### config.mk
export PLATFORM = sky130hd
export DESIGN_NAME = host_allowlist_match_flat
export DESIGN_NICKNAME = d
export VERILOG_FILES = /design/src/rtl/core/hal_pkg.sv /design/src/rtl/core/hal_ifs.sv /design/src/rtl/core/hal_ctrl.sv /design/src/rtl/core/hal_datapath.sv /design/src/rtl/core/host_allowlist_match.sv /design/src/flat_wrapper.sv
export SDC_FILE = /design/constraint.sdc
export NUM_CORES = 2
export LEC_CHECK = 0
export BUFFER_PORTS_ARGS = -buffer_cell sky130_fd_sc_hd__buf_2
export CORE_ASPECT_RATIO = 0.6
export CORE_MARGIN = 2
export CORE_UTILIZATION = 63
export DETAILED_ROUTE_END_ITERATION = 6
export HOLD_SLACK_MARGIN = 0.08
export PLACE_DENSITY = 0.77
export SYNTH_ARGS = -nofsm -noshare
export SYNTH_HDL_FRONTEND = slang
export SYNTH_SLANG_ARGS = --single-unit
export TNS_END_PERCENT = 30
### constraint.sdc
create_clock -name clk -period 14.7 [get_ports clk]
set_input_delay 0.735 -clock clk [delete_from_list [all_inputs] [get_ports clk]]
set_output_delay 0.735 -clock clk [all_outputs]
set_load 0.05 [all_outputs]
### src/rtl/core/hal_pkg.sv
// Shared types, codes and mask helpers for the host allow-list matcher.
// No dependencies; every other file of the block but hal_ifs imports this package.
package hal_pkg;

  localparam int V4_ENTRIES_DEF = 16;
  localparam int V6_ENTRIES_DEF = 16;

  localparam logic [7:0] V4_HOST_LEN = 8'd32;
  localparam logic [7:0] V6_HOST_LEN = 8'd128;
  localparam logic [7:0] V6_HALF_LEN = 8'd64;

  typedef enum logic [1:0] {
    ACT_ADD_V4 = 2'd0,
    ACT_ADD_V6 = 2'd1,
    ACT_CHK_V4 = 2'd2,
    ACT_CHK_V6 = 2'd3
  } action_t;

  typedef enum logic [1:0] {
    ST_OK         = 2'd0,
    ST_BAD_PREFIX = 2'd1,
    ST_BAD_MASK   = 2'd2,
    ST_FULL       = 2'd3
  } status_t;

  typedef enum logic [1:0] {
    S_IDLE,
    S_DECIDE,
    S_SCAN,
    S_DONE
  } state_t;

  typedef struct packed {
    logic [31:0] addr;
    logic [31:0] mask;
    logic [15:0] port;
  } v4_rule_t;

  typedef struct packed {
    logic [63:0] addr_hi;
    logic [63:0] addr_lo;
    logic [7:0]  prefix;
    logic [15:0] port;
  } v6_rule_t;

  // Commands from the controller to the datapath.
  typedef struct packed {
    logic capture;
    logic do_add;
    logic scan_start;
    logic scan_step;
    logic set_check;
    logic check_allowed;
    logic load_out;
  } hal_cmd_t;

  // Status from the datapath to the controller.
  typedef struct packed {
    logic is_add;
    logic empty;
    logic hit;
    logic last;
  } hal_stat_t;

  // Top p bits set, p in 0..32.
  function automatic logic [31:0] v4_prefix_mask(input logic [5:0] p);
    return ~(32'hFFFF_FFFF >> p);
  endfunction

  // Nonzero and contiguous from the most significant bit.
  function automatic logic v4_mask_ok(input logic [31:0] m);
    logic [31:0] low;
    low = ~m + 32'd1;
    return (m != 32'd0) && ((low & (low - 32'd1)) == 32'd0);
  endfunction

  function automatic logic [63:0] v6_mask_hi(input logic [7:0] p);
    logic [63:0] m;
    if (p >= V6_HALF_LEN) begin
      m = '1;
    end else begin
      m = ~(64'hFFFF_FFFF_FFFF_FFFF >> p);
    end
    return m;
  endfunction

  function automatic logic [63:0] v6_mask_lo(input logic [7:0] p);
    logic [63:0] m;
    if (p <= V6_HALF_LEN) begin
      m = '0;
    end else begin
      m = ~(64'hFFFF_FFFF_FFFF_FFFF >> (p - V6_HALF_LEN));
    end
    return m;
  endfunction

endpackage

### src/rtl/core/hal_ifs.sv
// Valid/ready channel interfaces for the request and result beats.
// No dependencies.
interface hal_req_if;
  logic        valid;
  logic        ready;
  logic [1:0]  action;
  logic [63:0] address_high;
  logic [63:0] address_low;
  logic [7:0]  prefix_length;
  logic        mask_given;
  logic [31:0] mask_value;
  logic [15:0] port_number;

  modport source (
    output valid, action, address_high, address_low, prefix_length,
           mask_given, mask_value, port_number,
    input  ready
  );
  modport sink (
    input  valid, action, address_high, address_low, prefix_length,
           mask_given, mask_value, port_number,
    output ready
  );
endinterface

interface hal_rsp_if;
  logic       valid;
  logic       ready;
  logic       allowed;
  logic [1:0] status;

  modport source (output valid, allowed, status, input ready);
  modport sink (input valid, allowed, status, output ready);
endinterface

### src/rtl/core/hal_ctrl.sv
// Controller state machine: sequences capture, add, table scan and result hand-off.
// Depends on hal_pkg.
module hal_ctrl (
  input  logic               clk,
  input  logic               rst,
  input  logic               in_valid,
  output logic               in_ready,
  output logic               out_valid,
  input  logic               out_ready,
  input  hal_pkg::hal_stat_t stat,
  output hal_pkg::hal_cmd_t  cmd
);
  import hal_pkg::*;

  state_t state, state_next;
  logic   out_valid_next;

  always_ff @(posedge clk) begin
    if (rst) begin
      state     <= S_IDLE;
      out_valid <= 1'b0;
    end else begin
      state     <= state_next;
      out_valid <= out_valid_next;
    end
  end

  always_comb begin
    state_next = state;
    cmd        = '0;
    in_ready   = 1'b0;
    case (state)
      S_IDLE: begin
        in_ready = 1'b1;
        if (in_valid) begin
          cmd.capture = 1'b1;
          state_next  = S_DECIDE;
        end
      end
      S_DECIDE: begin
        if (stat.is_add) begin
          cmd.do_add = 1'b1;
          state_next = S_DONE;
        end else if (stat.empty) begin
          cmd.set_check = 1'b1;
          state_next    = S_DONE;
        end else begin
          cmd.scan_start = 1'b1;
          state_next     = S_SCAN;
        end
      end
      S_SCAN: begin
        cmd.scan_step = 1'b1;
        if (stat.hit) begin
          cmd.set_check     = 1'b1;
          cmd.check_allowed = 1'b1;
          state_next        = S_DONE;
        end else if (stat.last) begin
          cmd.set_check = 1'b1;
          state_next    = S_DONE;
        end
      end
      S_DONE: begin
        // The result moves to the output register once it is free.
        if (!out_valid || out_ready) begin
          cmd.load_out = 1'b1;
          state_next   = S_IDLE;
        end
      end
      default: begin
        state_next = S_IDLE;
      end
    endcase
  end

  always_comb begin
    if (cmd.load_out) begin
      out_valid_next = 1'b1;
    end else if (out_ready) begin
      out_valid_next = 1'b0;
    end else begin
      out_valid_next = out_valid;
    end
  end

endmodule

### src/rtl/core/hal_datapath.sv
// Datapath: request register, rule tables in memories, add checks, scan compare
// and the output register. Depends on hal_pkg.
module hal_datapath #(
  parameter int V4_ENTRIES = hal_pkg::V4_ENTRIES_DEF,
  parameter int V6_ENTRIES = hal_pkg::V6_ENTRIES_DEF
) (
  input  logic               clk,
  input  logic               rst,
  input  logic [1:0]         action,
  input  logic [63:0]        address_high,
  input  logic [63:0]        address_low,
  input  logic [7:0]         prefix_length,
  input  logic               mask_given,
  input  logic [31:0]        mask_value,
  input  logic [15:0]        port_number,
  input  hal_pkg::hal_cmd_t  cmd,
  output hal_pkg::hal_stat_t stat,
  output logic               allowed,
  output logic [1:0]         status
);
  import hal_pkg::*;

  localparam int A4 = (V4_ENTRIES > 1) ? $clog2(V4_ENTRIES) : 1;
  localparam int A6 = (V6_ENTRIES > 1) ? $clog2(V6_ENTRIES) : 1;
  localparam int C4 = $clog2(V4_ENTRIES + 1);
  localparam int C6 = $clog2(V6_ENTRIES + 1);
  localparam int IW = (C4 > C6) ? C4 : C6;

  // Captured request.
  action_t     act;
  logic [63:0] addr_hi;
  logic [63:0] addr_lo;
  logic [7:0]  plen;
  logic        given;
  logic [31:0] mval;
  logic [15:0] port;

  always_ff @(posedge clk) begin
    if (cmd.capture) begin
      act     <= action_t'(action);
      addr_hi <= address_high;
      addr_lo <= address_low;
      plen    <= prefix_length;
      given   <= mask_given;
      mval    <= mask_value;
      port    <= port_number;
    end
  end

  logic [C4-1:0] v4_count;
  logic [C6-1:0] v6_count;
  logic          is_v6;
  logic          full4, full6;

  assign is_v6 = act[0];
  assign full4 = (v4_count == C4'(V4_ENTRIES));
  assign full6 = (v6_count == C6'(V6_ENTRIES));

  // Add decode. A mask or prefix error wins over a full table.
  logic [5:0]  p4;
  logic [31:0] mask4;
  logic [7:0]  p6;
  status_t     st4, st6, add_status;

  always_comb begin
    p4    = (plen == 8'd0) ? 6'd32 : plen[5:0];
    mask4 = given ? mval : v4_prefix_mask(p4);
    if (given && !v4_mask_ok(mval)) begin
      st4 = ST_BAD_MASK;
    end else if (!given && (plen > V4_HOST_LEN)) begin
      st4 = ST_BAD_PREFIX;
    end else if (full4) begin
      st4 = ST_FULL;
    end else begin
      st4 = ST_OK;
    end

    p6 = (plen == 8'd0) ? V6_HOST_LEN : plen;
    if (plen > V6_HOST_LEN) begin
      st6 = ST_BAD_PREFIX;
    end else if (full6) begin
      st6 = ST_FULL;
    end else begin
      st6 = ST_OK;
    end
    add_status = is_v6 ? st6 : st4;
  end

  logic wr4, wr6;
  assign wr4 = cmd.do_add && !is_v6 && (st4 == ST_OK);
  assign wr6 = cmd.do_add && is_v6 && (st6 == ST_OK);

  always_ff @(posedge clk) begin
    if (rst) begin
      v4_count <= '0;
      v6_count <= '0;
    end else begin
      if (wr4) begin
        v4_count <= v4_count + 1'b1;
      end
      if (wr6) begin
        v6_count <= v6_count + 1'b1;
      end
    end
  end

  // Scan index and read pipeline.
  logic [IW-1:0] idx;
  logic [IW-1:0] sel_count;
  logic          issue;
  logic          rd_vld;
  logic          rd_last;

  assign sel_count = is_v6 ? IW'(v6_count) : IW'(v4_count);
  assign issue     = cmd.scan_step && (idx < sel_count);

  always_ff @(posedge clk) begin
    if (rst) begin
      idx     <= '0;
      rd_vld  <= 1'b0;
      rd_last <= 1'b0;
    end else if (cmd.scan_start) begin
      idx     <= '0;
      rd_vld  <= 1'b0;
      rd_last <= 1'b0;
    end else begin
      rd_vld  <= issue;
      rd_last <= (idx == sel_count - 1'b1);
      if (issue) begin
        idx <= idx + 1'b1;
      end
    end
  end

  // Rule memories: one write port for adds, one registered read port for the scan.
  v4_rule_t mem4 [V4_ENTRIES];
  v6_rule_t mem6 [V6_ENTRIES];
  v4_rule_t rd4;
  v6_rule_t rd6;

  always_ff @(posedge clk) begin
    if (wr4) begin
      mem4[v4_count[A4-1:0]] <= '{addr: addr_lo[31:0], mask: mask4, port: port};
    end
    if (issue && !is_v6) begin
      rd4 <= mem4[idx[A4-1:0]];
    end
  end

  always_ff @(posedge clk) begin
    if (wr6) begin
      mem6[v6_count[A6-1:0]] <= '{addr_hi: addr_hi, addr_lo: addr_lo, prefix: p6, port: port};
    end
    if (issue && is_v6) begin
      rd6 <= mem6[idx[A6-1:0]];
    end
  end

  // Compare of the entry read in the previous cycle.
  logic [63:0] mh, ml;
  logic        m4, m6;

  always_comb begin
    mh = v6_mask_hi(rd6.prefix);
    ml = v6_mask_lo(rd6.prefix);
    m4 = ((rd4.addr & rd4.mask) == (addr_lo[31:0] & rd4.mask))
         && ((rd4.port == 16'd0) || (rd4.port == port));
    m6 = ((rd6.addr_hi & mh) == (addr_hi & mh)) && ((rd6.addr_lo & ml) == (addr_lo & ml))
         && ((rd6.port == 16'd0) || (rd6.port == port));
  end

  assign stat.is_add = !act[1];
  assign stat.empty  = (sel_count == '0);
  assign stat.hit    = rd_vld && (is_v6 ? m6 : m4);
  assign stat.last   = rd_vld && rd_last;

  // Pending result and output register.
  logic    res_allowed;
  status_t res_status;

  always_ff @(posedge clk) begin
    if (cmd.do_add) begin
      res_allowed <= 1'b0;
      res_status  <= add_status;
    end else if (cmd.set_check) begin
      res_allowed <= cmd.check_allowed;
      res_status  <= ST_OK;
    end
    if (cmd.load_out) begin
      allowed <= res_allowed;
      status  <= res_status;
    end
  end

endmodule

### src/rtl/core/host_allowlist_match.sv
// Top level of the host allow-list matcher: controller, datapath, channel wiring.
// Depends on hal_pkg, hal_ifs, hal_ctrl and hal_datapath.
//
// One request beat in, one result beat out. An add (IPv4 or IPv6 rule) passes the
// capture, decide and done states on its way to the result register. A check walks
// the selected rule table one entry per cycle through the memory's registered read
// port, over the stored rules of that family (up to V4_ENTRIES or V6_ENTRIES), and
// stops early at the first matching entry. A check against an empty table skips
// the scan. A new request is taken while a finished result still waits in the
// output register.
module host_allowlist_match #(
  parameter int V4_ENTRIES = hal_pkg::V4_ENTRIES_DEF,
  parameter int V6_ENTRIES = hal_pkg::V6_ENTRIES_DEF
) (
  input logic  clk,
  input logic  rst,
  hal_req_if.sink   request,
  hal_rsp_if.source result
);
  import hal_pkg::*;

  hal_cmd_t  cmd;
  hal_stat_t dp_stat;
  logic      in_ready;
  logic      out_valid;

  hal_ctrl u_ctrl (
    .clk       (clk),
    .rst       (rst),
    .in_valid  (request.valid),
    .in_ready  (in_ready),
    .out_valid (out_valid),
    .out_ready (result.ready),
    .stat      (dp_stat),
    .cmd       (cmd)
  );

  hal_datapath #(
    .V4_ENTRIES (V4_ENTRIES),
    .V6_ENTRIES (V6_ENTRIES)
  ) u_datapath (
    .clk           (clk),
    .rst           (rst),
    .action        (request.action),
    .address_high  (request.address_high),
    .address_low   (request.address_low),
    .prefix_length (request.prefix_length),
    .mask_given    (request.mask_given),
    .mask_value    (request.mask_value),
    .port_number   (request.port_number),
    .cmd           (cmd),
    .stat          (dp_stat),
    .allowed       (result.allowed),
    .status        (result.status)
  );

  assign request.ready = in_ready;
  assign result.valid  = out_valid;

`ifndef SYNTHESIS
  // Only one request is in flight at a time.
  a_one_in_flight: assert property (@(posedge clk) disable iff (rst)
    request.valid && request.ready |=> !request.ready)
    else $error("request accepted while another was in flight");

  // An allowed result, which only a check gives, never carries an error status.
  a_result_kind: assert property (@(posedge clk) disable iff (rst)
    result.valid |-> !(result.allowed && (result.status != ST_OK)))
    else $error("result mixes an allow with an add status");

  // A loaded result is always presented on the next cycle.
  a_load_shows: assert property (@(posedge clk) disable iff (rst)
    cmd.load_out |=> result.valid)
    else $error("loaded result not presented");
`endif

endmodule

### src/flat_wrapper.sv
// flat-port wrapper written by rule: the top's interface ports become plain ports
module host_allowlist_match_flat import hal_pkg::*;
#(
  parameter int V4_ENTRIES = hal_pkg::V4_ENTRIES_DEF,
  parameter int V6_ENTRIES = hal_pkg::V6_ENTRIES_DEF
)
  (clk, rst, request_valid, request_action, request_address_high, request_address_low, request_prefix_length, request_mask_given, request_mask_value, request_port_number, request_ready, result_valid, result_allowed, result_status, result_ready);
  hal_req_if request_i ();
  hal_rsp_if result_i ();
  input logic clk;
  input logic rst;
  input wire logic [$bits(request_i.valid)-1:0] request_valid;
  input wire logic [$bits(request_i.action)-1:0] request_action;
  input wire logic [$bits(request_i.address_high)-1:0] request_address_high;
  input wire logic [$bits(request_i.address_low)-1:0] request_address_low;
  input wire logic [$bits(request_i.prefix_length)-1:0] request_prefix_length;
  input wire logic [$bits(request_i.mask_given)-1:0] request_mask_given;
  input wire logic [$bits(request_i.mask_value)-1:0] request_mask_value;
  input wire logic [$bits(request_i.port_number)-1:0] request_port_number;
  output wire logic [$bits(request_i.ready)-1:0] request_ready;
  output wire logic [$bits(result_i.valid)-1:0] result_valid;
  output wire logic [$bits(result_i.allowed)-1:0] result_allowed;
  output wire logic [$bits(result_i.status)-1:0] result_status;
  input wire logic [$bits(result_i.ready)-1:0] result_ready;
  assign request_i.valid = request_valid;
  assign request_i.action = request_action;
  assign request_i.address_high = request_address_high;
  assign request_i.address_low = request_address_low;
  assign request_i.prefix_length = request_prefix_length;
  assign request_i.mask_given = request_mask_given;
  assign request_i.mask_value = request_mask_value;
  assign request_i.port_number = request_port_number;
  assign request_ready = request_i.ready;
  assign result_valid = result_i.valid;
  assign result_allowed = result_i.allowed;
  assign result_status = result_i.status;
  assign result_i.ready = result_ready;
  host_allowlist_match #(.V4_ENTRIES(V4_ENTRIES), .V6_ENTRIES(V6_ENTRIES)) u_core (.clk(clk), .rst(rst), .request(request_i), .result(result_i));
endmodule
* Yosys cells after proc, flatten, opt, wreduce, memory -nomap -nowiden
Memories as Yosys holds them, arrays and structs flattened. A register that Yosys moved wholly into a read port is not among the register bits.
Index checks and enable logic that the tools add are counted.
** Cells by class
- Add/subtract/negate cells :: 7
- Order comparisons :: 5
- Eq/ne operators :: 14
- Shift operators :: 3
- Muxes and demuxes :: 45
- Bitwise operators :: 11
- Reduce and logical (&&, ||, !) cells :: 35
** Operator list (count)
- 64-bit AND :: 4
- 64-bit equality test :: 2
- 64-bit 2-to-1 mux :: 2
- 64-bit inverter :: 2
- 64-bit by 8-bit >> shifter with 64-bit output, first input constant :: 2
- 32-bit AND :: 3
- 32-bit inverter :: 2
- 32-bit by 1-bit adder with 32-bit output, second input constant :: 1
- 16-bit equality test :: 2
- 32-bit equality test :: 1
- 16-bit zero test :: 2
- 32-bit zero test :: 1
- 32-bit 2-to-1 mux :: 1
- 32-bit nonzero test :: 1
- 32-bit by 6-bit >> shifter with 32-bit output, first input constant :: 1
- 32-bit by 1-bit subtractor with 32-bit output, second input constant :: 1
- 2-bit 2-to-1 mux :: 14
- 1-bit 2-to-1 mux :: 23
- 5-bit by 1-bit adder with 5-bit output, second input constant :: 3
- 1-bit logical AND :: 15
- 5-bit equality test, second input constant :: 2
- 8-bit by 7-bit >= comparator with 1-bit output, second input constant :: 1
- 8-bit by 6-bit greater-than comparator with 1-bit output, second input constant :: 1
- 8-bit greater-than comparator, second input constant :: 1
- 22 further kinds :: 32
** Word-level totals
- Bits in registers :: 213
- RAM bits :: 3712
- Input bits :: 191
- Output and inout port bits :: 5
- Word-level logic and storage cells :: 140
- Memories :: 2
** Memories
- u_core.u_datapath.mem6 :: depth 16, width 152, read ports 1, clocked after Yosys merged registers in 1, write ports 1, line hal_datapath.sv:137 : v6_rule_t mem6 [V6_ENTRIES];
- u_core.u_datapath.mem4 :: depth 16, width 80, read ports 1, clocked after Yosys merged registers in 1, write ports 1, line hal_datapath.sv:136 : v4_rule_t mem4 [V4_ENTRIES];

* Longest topological paths before layout
- Depth after elaboration :: 14
- Gate-level depth with buffers :: 16
- Gate-level depth less buffers :: 14

* Cells and area by module
A second synthesis with hierarchy kept.
** Unflattened totals
- Cells, all modules :: 6757
- Area, all modules :: 159239.0 um^2
** Modules (own cells, without submodules)
- hal_datapath :: instances 1, cells each 6723, area an instance 158938.7 um^2, seq. area each 124559.5 um^2
- hal_ctrl :: instances 1, cells each 34, area an instance 300.3 um^2, seq. area each 60.1 um^2

* Worst setup path after synthesis
OpenSTA, ideal clock, no wires.
- Path type :: register -> register
- Start :: register u_core.u_datapath.plen[1]
- End :: memory u_core.u_datapath.mem6[4][0] (netlist name) (enable)
- Library setup time :: 0.850 ns
- Arrival :: 12.221 ns
- Data required time :: 13.850 ns
- Setup slack :: 1.629 ns
- Stages on the path, launching flop included :: 8
- Path buffers :: 1
- Period minus slack after synthesis :: 13.071 ns
- Cells stage by stage :: edfxtp_1 -> clkbuf_1 -> or3_1 -> or3_1 -> or3_1 -> a21oi_1 -> nand2_1 -> nor3_1
** Between the ends
- Cells in the longest elaborated chain, start to end :: 6
** Ends and longest elaborated chain
- start, declared :: line hal_datapath.sv:33 : logic [7:0] plen;
- start signal, assigned :: line hal_datapath.sv:43 : plen <= prefix_length;
- 8-bit greater-than comparator :: line hal_datapath.sv:79 : if (plen > V6_HOST_LEN) begin
- 2-bit 2-to-1 mux :: line hal_datapath.sv:79
- 2-bit zero test :: line hal_datapath.sv:91 : assign wr6 = cmd.do_add && is_v6 && (st6 == ST_OK);
- 1-bit logical AND :: line hal_datapath.sv:91
- 1-bit 2-to-1 mux :: line hal_datapath.sv:151 : if (wr6) begin
- 1-bit 2-to-1 mux (not written as such) :: line hal_datapath.sv:152 : mem6[v6_count[A6-1:0]] <= '{addr_hi: addr_hi, addr_lo: addr_lo, prefix: p6, port: port};
- end, declared :: line hal_datapath.sv:137
No other way between the ends.

* Worst setup path after layout
- Start :: register u_core.u_datapath.mval[1]
- End :: memory u_core.u_datapath.mem4[9][72] (netlist name) (enable)
** Between the ends
- Cells in the longest elaborated chain, start to end :: 13
** Ends and longest elaborated chain
- start, declared :: line hal_datapath.sv:35 : logic [31:0] mval;
- start signal, assigned :: line hal_datapath.sv:45 : mval <= mask_value;
- 32-bit inverter :: line hal_pkg.sv:73 : low = ~m + 32'd1;
- 32-bit by 1-bit adder with 32-bit output :: line hal_pkg.sv:73
- 32-bit by 1-bit subtractor with 32-bit output :: line hal_pkg.sv:74 : return (m != 32'd0) && ((low & (low - 32'd1)) == 32'd0);
- 32-bit AND :: line hal_pkg.sv:74
- 32-bit zero test :: line hal_pkg.sv:74
- 1-bit logical AND (*) :: line hal_pkg.sv:74
- 1-bit zero test (*) :: line hal_datapath.sv:68 : if (given && !v4_mask_ok(mval)) begin
- 1-bit logical AND (*) :: line hal_datapath.sv:68
- 2-bit 2-to-1 mux (*) :: line hal_datapath.sv:68
- 2-bit zero test (*) :: line hal_datapath.sv:90 : assign wr4 = cmd.do_add && !is_v6 && (st4 == ST_OK);
- 1-bit logical AND (*) :: line hal_datapath.sv:90
- 1-bit 2-to-1 mux (*) :: line hal_datapath.sv:142 : if (wr4) begin
- 1-bit 2-to-1 mux (not written as such) (*) :: line hal_datapath.sv:143 : mem4[v4_count[A4-1:0]] <= '{addr: addr_lo[31:0], mask: mask4, port: port};
- end, declared :: line hal_datapath.sv:136
Every way passes the cells marked *; elsewhere a longest branch is shown, timed or not.

==> metrics.txt <==
outcome=complete, no violations; Reg clk slew, reported paths=60 ps; placed standard-cell area=165500 um^2; average footprint of a synthesized cell=23.61 um^2; crit-path cells=inv_1 > ha_1 > nor3b_4 > nand4_1 > nor3_1 > o21ai_0 > a2111oi_0 > a211oi_1 > or3_1 > nor3_4 > a21boi_2 > buf_4 > nor4_2 > buf_4 > buf_4; cell taking the most area after synthesis=edfxtp_1; Leak=53.89 nW; Psw=5.545 mW; switching share of total power=0.2249; first-pass GRT wire length=590.8 mm; synth-to-layout area growth=11.92%; Warnings, synthesis=0; share of cells above drive strength 1=0.2808; synth cell count leaders=edfxtp_1, mux4_2, clkbuf_1; routed vias=79598; Tot GR Track Use=0.3254; Final Hold Viols=0; sequential group share of total power=0.564; final core occ=0.7074; clock skew=60.34 ps; FF+latch count, synth=4157; WP data required=15220 ps; critical path arrival=7730 ps; asr flop ratio synth=0; Synth Flop Type=edfxtp_1; Distinct cells, synth=94; Post-Synthesis Cells=6763; Hold WC Path Type=in2reg; RSZ-0062 raised after global routing=false; Die Wd=654.0 um; drt pass-1 iters=6; Num CTS Buffers=359; most used cell, CP=buf_4; starting density of the core=0.6321; Slew Limit Fails=0; clock share of power=0.385; number of synthesized flops with an enable pin=4136; Max clock buf depth=4; row cnt=143; post-synth top area share=0.7778; max-cap check violation count=0; Final Setup Violations=0; design area=178700 um^2; Iter 0 DRT Violations=13551; DP Wirelength=204.2 mm; final period utilization=0.4908; worst slew margin relative to its limit=0.09566; DRT antenna net count=0; H-tree depth=5; Total Die Area=257600 um^2; number of global-route vias before repair=79565; Slew @ Worst Pin=1338 ps; Fill cells=14102; Critical-path top delay cell=buf_4; Vert. Die Dim=394.0 um; TNS Setup=0 ps; CTS tree=built; Root Buffer=clkbuf_16; final net count=7570; cts-stage hold buffer count=181; Post-Syn Nets=6978; Sink Count=4157; io pins=196; Max Fclk=138.6 MHz; clock latency on the worst-skew pair=920 ps; GR Overflow Total=0; Post-CTS Setup Bufs=0; RD Place Congestion=0.9259; Final min period=7215 ps; Setup CP Type=reg2reg; combinational share of power=0.051; post-cts sizing count=0; Total Wirelength=415.2 mm; Startpoint Class=register; Via density=7.207; crit-path max FO=43; pin count of the biggest net entering global routing=149; Avg WL per Cell=37.60 um; sequential element share of the synthesized area=0.7804; Port Buffers=195; initial antenna violation count=11; most instantiated library cell after synthesis=edfxtp_1; Synth area leaders=edfxtp_1, mux4_2, xor2_1; worst vdd ir=0.0001705 V; core area=252600 um^2; remaining routing DRC violations=0; crit path capture type=register; Int Pwr=19.11 mW; PD cells=137.9 nW/um^2; Crit path largest cell delay=780 ps; Synth Cell Area=159700 um^2
## layer usage
layer  track usage  share of wire  vias up
met4       0.07548          0.024       16
li1              -              -    30177
met2        0.4900           0.47     6549
met5             0        0.00023        -
met1        0.4928           0.38    42103
met3       0.08293           0.13      753
## path summary, 6_finish.rpt
| path | depth (start not counted) | start | slack, ps | endpoint |
|---|---|---|---|---|
| worst min-delay path | 1 | request_address_low[59] | 140 | u_core.u_datapath.addr_lo[59] |
| worst max register to register | 15 | u_core.u_datapath.mval[1] | 7480 | u_core.u_datapath.mem4[9][72] |
| worst min register to register | 0 | u_core.u_datapath.res_status[1] | 490 | u_core.u_datapath.status[1] |
| worst max-delay path | 15 | u_core.u_datapath.mval[1] | 7480 | u_core.u_datapath.mem4[9][72] |
## worst max-delay path, delay by kind of cell, from the launching register on
| kind | cells | cell delay [ps] |
|---|---|---|
| flops | 1 | 530 |
| buf+inv | 4 | 1990 |
| fa+ha+maj | 1 | 330 |
| simple gates | 6 | 2600 |
| compound gates | 4 | 1320 |
## logic make-up after synthesis
logic type | share of synthesized area
multiplexers | 0.1650
AO/OA/AOI/OAI | 0.01511
buffers and inverters | 0.009144
AND/OR/NAND/NOR | 0.01568
XOR/XNOR | 0.01261
flip-flops | 0.7804
adder cells (fa/ha/maj) | 0.002069
## state kept, by name, indices dropped and copies added, names as in the netlist
signal,count
u_core.u_datapath.res_status,2
u_core.u_datapath.res_allowed,1
u_core.u_datapath.given,1
u_core.u_datapath.addr_lo,64
u_core.u_datapath.idx,5
u_core.u_datapath.mval,32
u_core.u_datapath.rd4,80
u_core.u_datapath.rd_last,1
u_core.u_datapath.mem4,1280
u_core.u_datapath.mem6,2432
u_core.u_datapath.rd_vld,1
u_core.u_datapath.v6_count,5
u_core.u_datapath.addr_hi,64
u_core.u_datapath.port,16
u_core.u_datapath.rd6,152
u_core.u_ctrl.state,2
u_core.u_datapath.v4_count,5
u_core.u_datapath.allowed,1
u_core.u_datapath.status,2
u_core.u_ctrl.out_valid,1
u_core.u_datapath.act,2
u_core.u_datapath.plen,8
## power by group through the flow
stage | Combinational [mW] | Sequential [mW] | Clock [mW]
2_1_floorplan | 0.512 | 14.2 | 0
3_3_place_gp | 1.13 | 14.1 | 0
3_5_place_dp | 1.16 | 14.1 | 0
4_1_cts | 1.22 | 13.9 | 9.57
5_1_grt | 1.31 | 13.9 | 9.98
6_report | 1.25 | 13.9 | 9.49
## cell type report
class	count	area, um^2	share of cell area
flip-flops and latches	4157	124600	0.6973
diodes	1	2.502	0.00001400
inverters	43	161.4	0.0009031
repair buffers	571	4439	0.02484
clock buffers	430	9378	0.05247
multi-input cells	2223	33830	0.1893
well taps	3407	4263	0.02385
clock inverters	212	2016	0.01128
## stage by stage
step	power, mW	setup slack (ps)	std cells	hold slack (ps)
final	24.65	7485	11044	144.5
after global routing	25.22	7100	11043	101.4
after CTS	24.69	7695	11043	93.13
after detailed placement	15.31	7755	10220	468.8
after global placement	15.25	7847	10220	479.2
after floorplan	14.67	1629	6763	400.3
## placed cells by master (no fill, tap or decap), drive strengths merged, types with 9 or more instances in the layout
cell / synthesis / layout
edfxtp: 4136 / 4136
mux4: 1160 / 1160
clkbuf: 258 / 430
buf: 82 / 390
dlygate4sd3: 0 / 181
clkinv: 2 / 144
xor2: 127 / 127
xnor2: 103 / 103
a21oi: 92 / 92
nor2: 90 / 90
nand2: 61 / 61
inv: 41 / 59
o21ai: 53 / 53
nor4: 50 / 50
nor3: 41 / 41
nand3: 35 / 35
bufinv: 0 / 33
nand4: 28 / 28
ha: 24 / 24
a22oi: 23 / 23
dfxtp: 21 / 21
clkinvlp: 0 / 19
nor2b: 18 / 18
a31oi: 17 / 17
and2: 17 / 17
nand2b: 16 / 16
or3: 13 / 13
o22ai: 12 / 12
o211ai: 12 / 12
mux2i: 11 / 11
a21o: 11 / 11
a211oi: 11 / 11
a22o: 10 / 10
o31ai: 10 / 10
mux2: 10 / 10
and3: 10 / 10
a31o: 9 / 9
or4: 9 / 9
a2111oi: 9 / 9
Power figures use the tool's default switching activity.
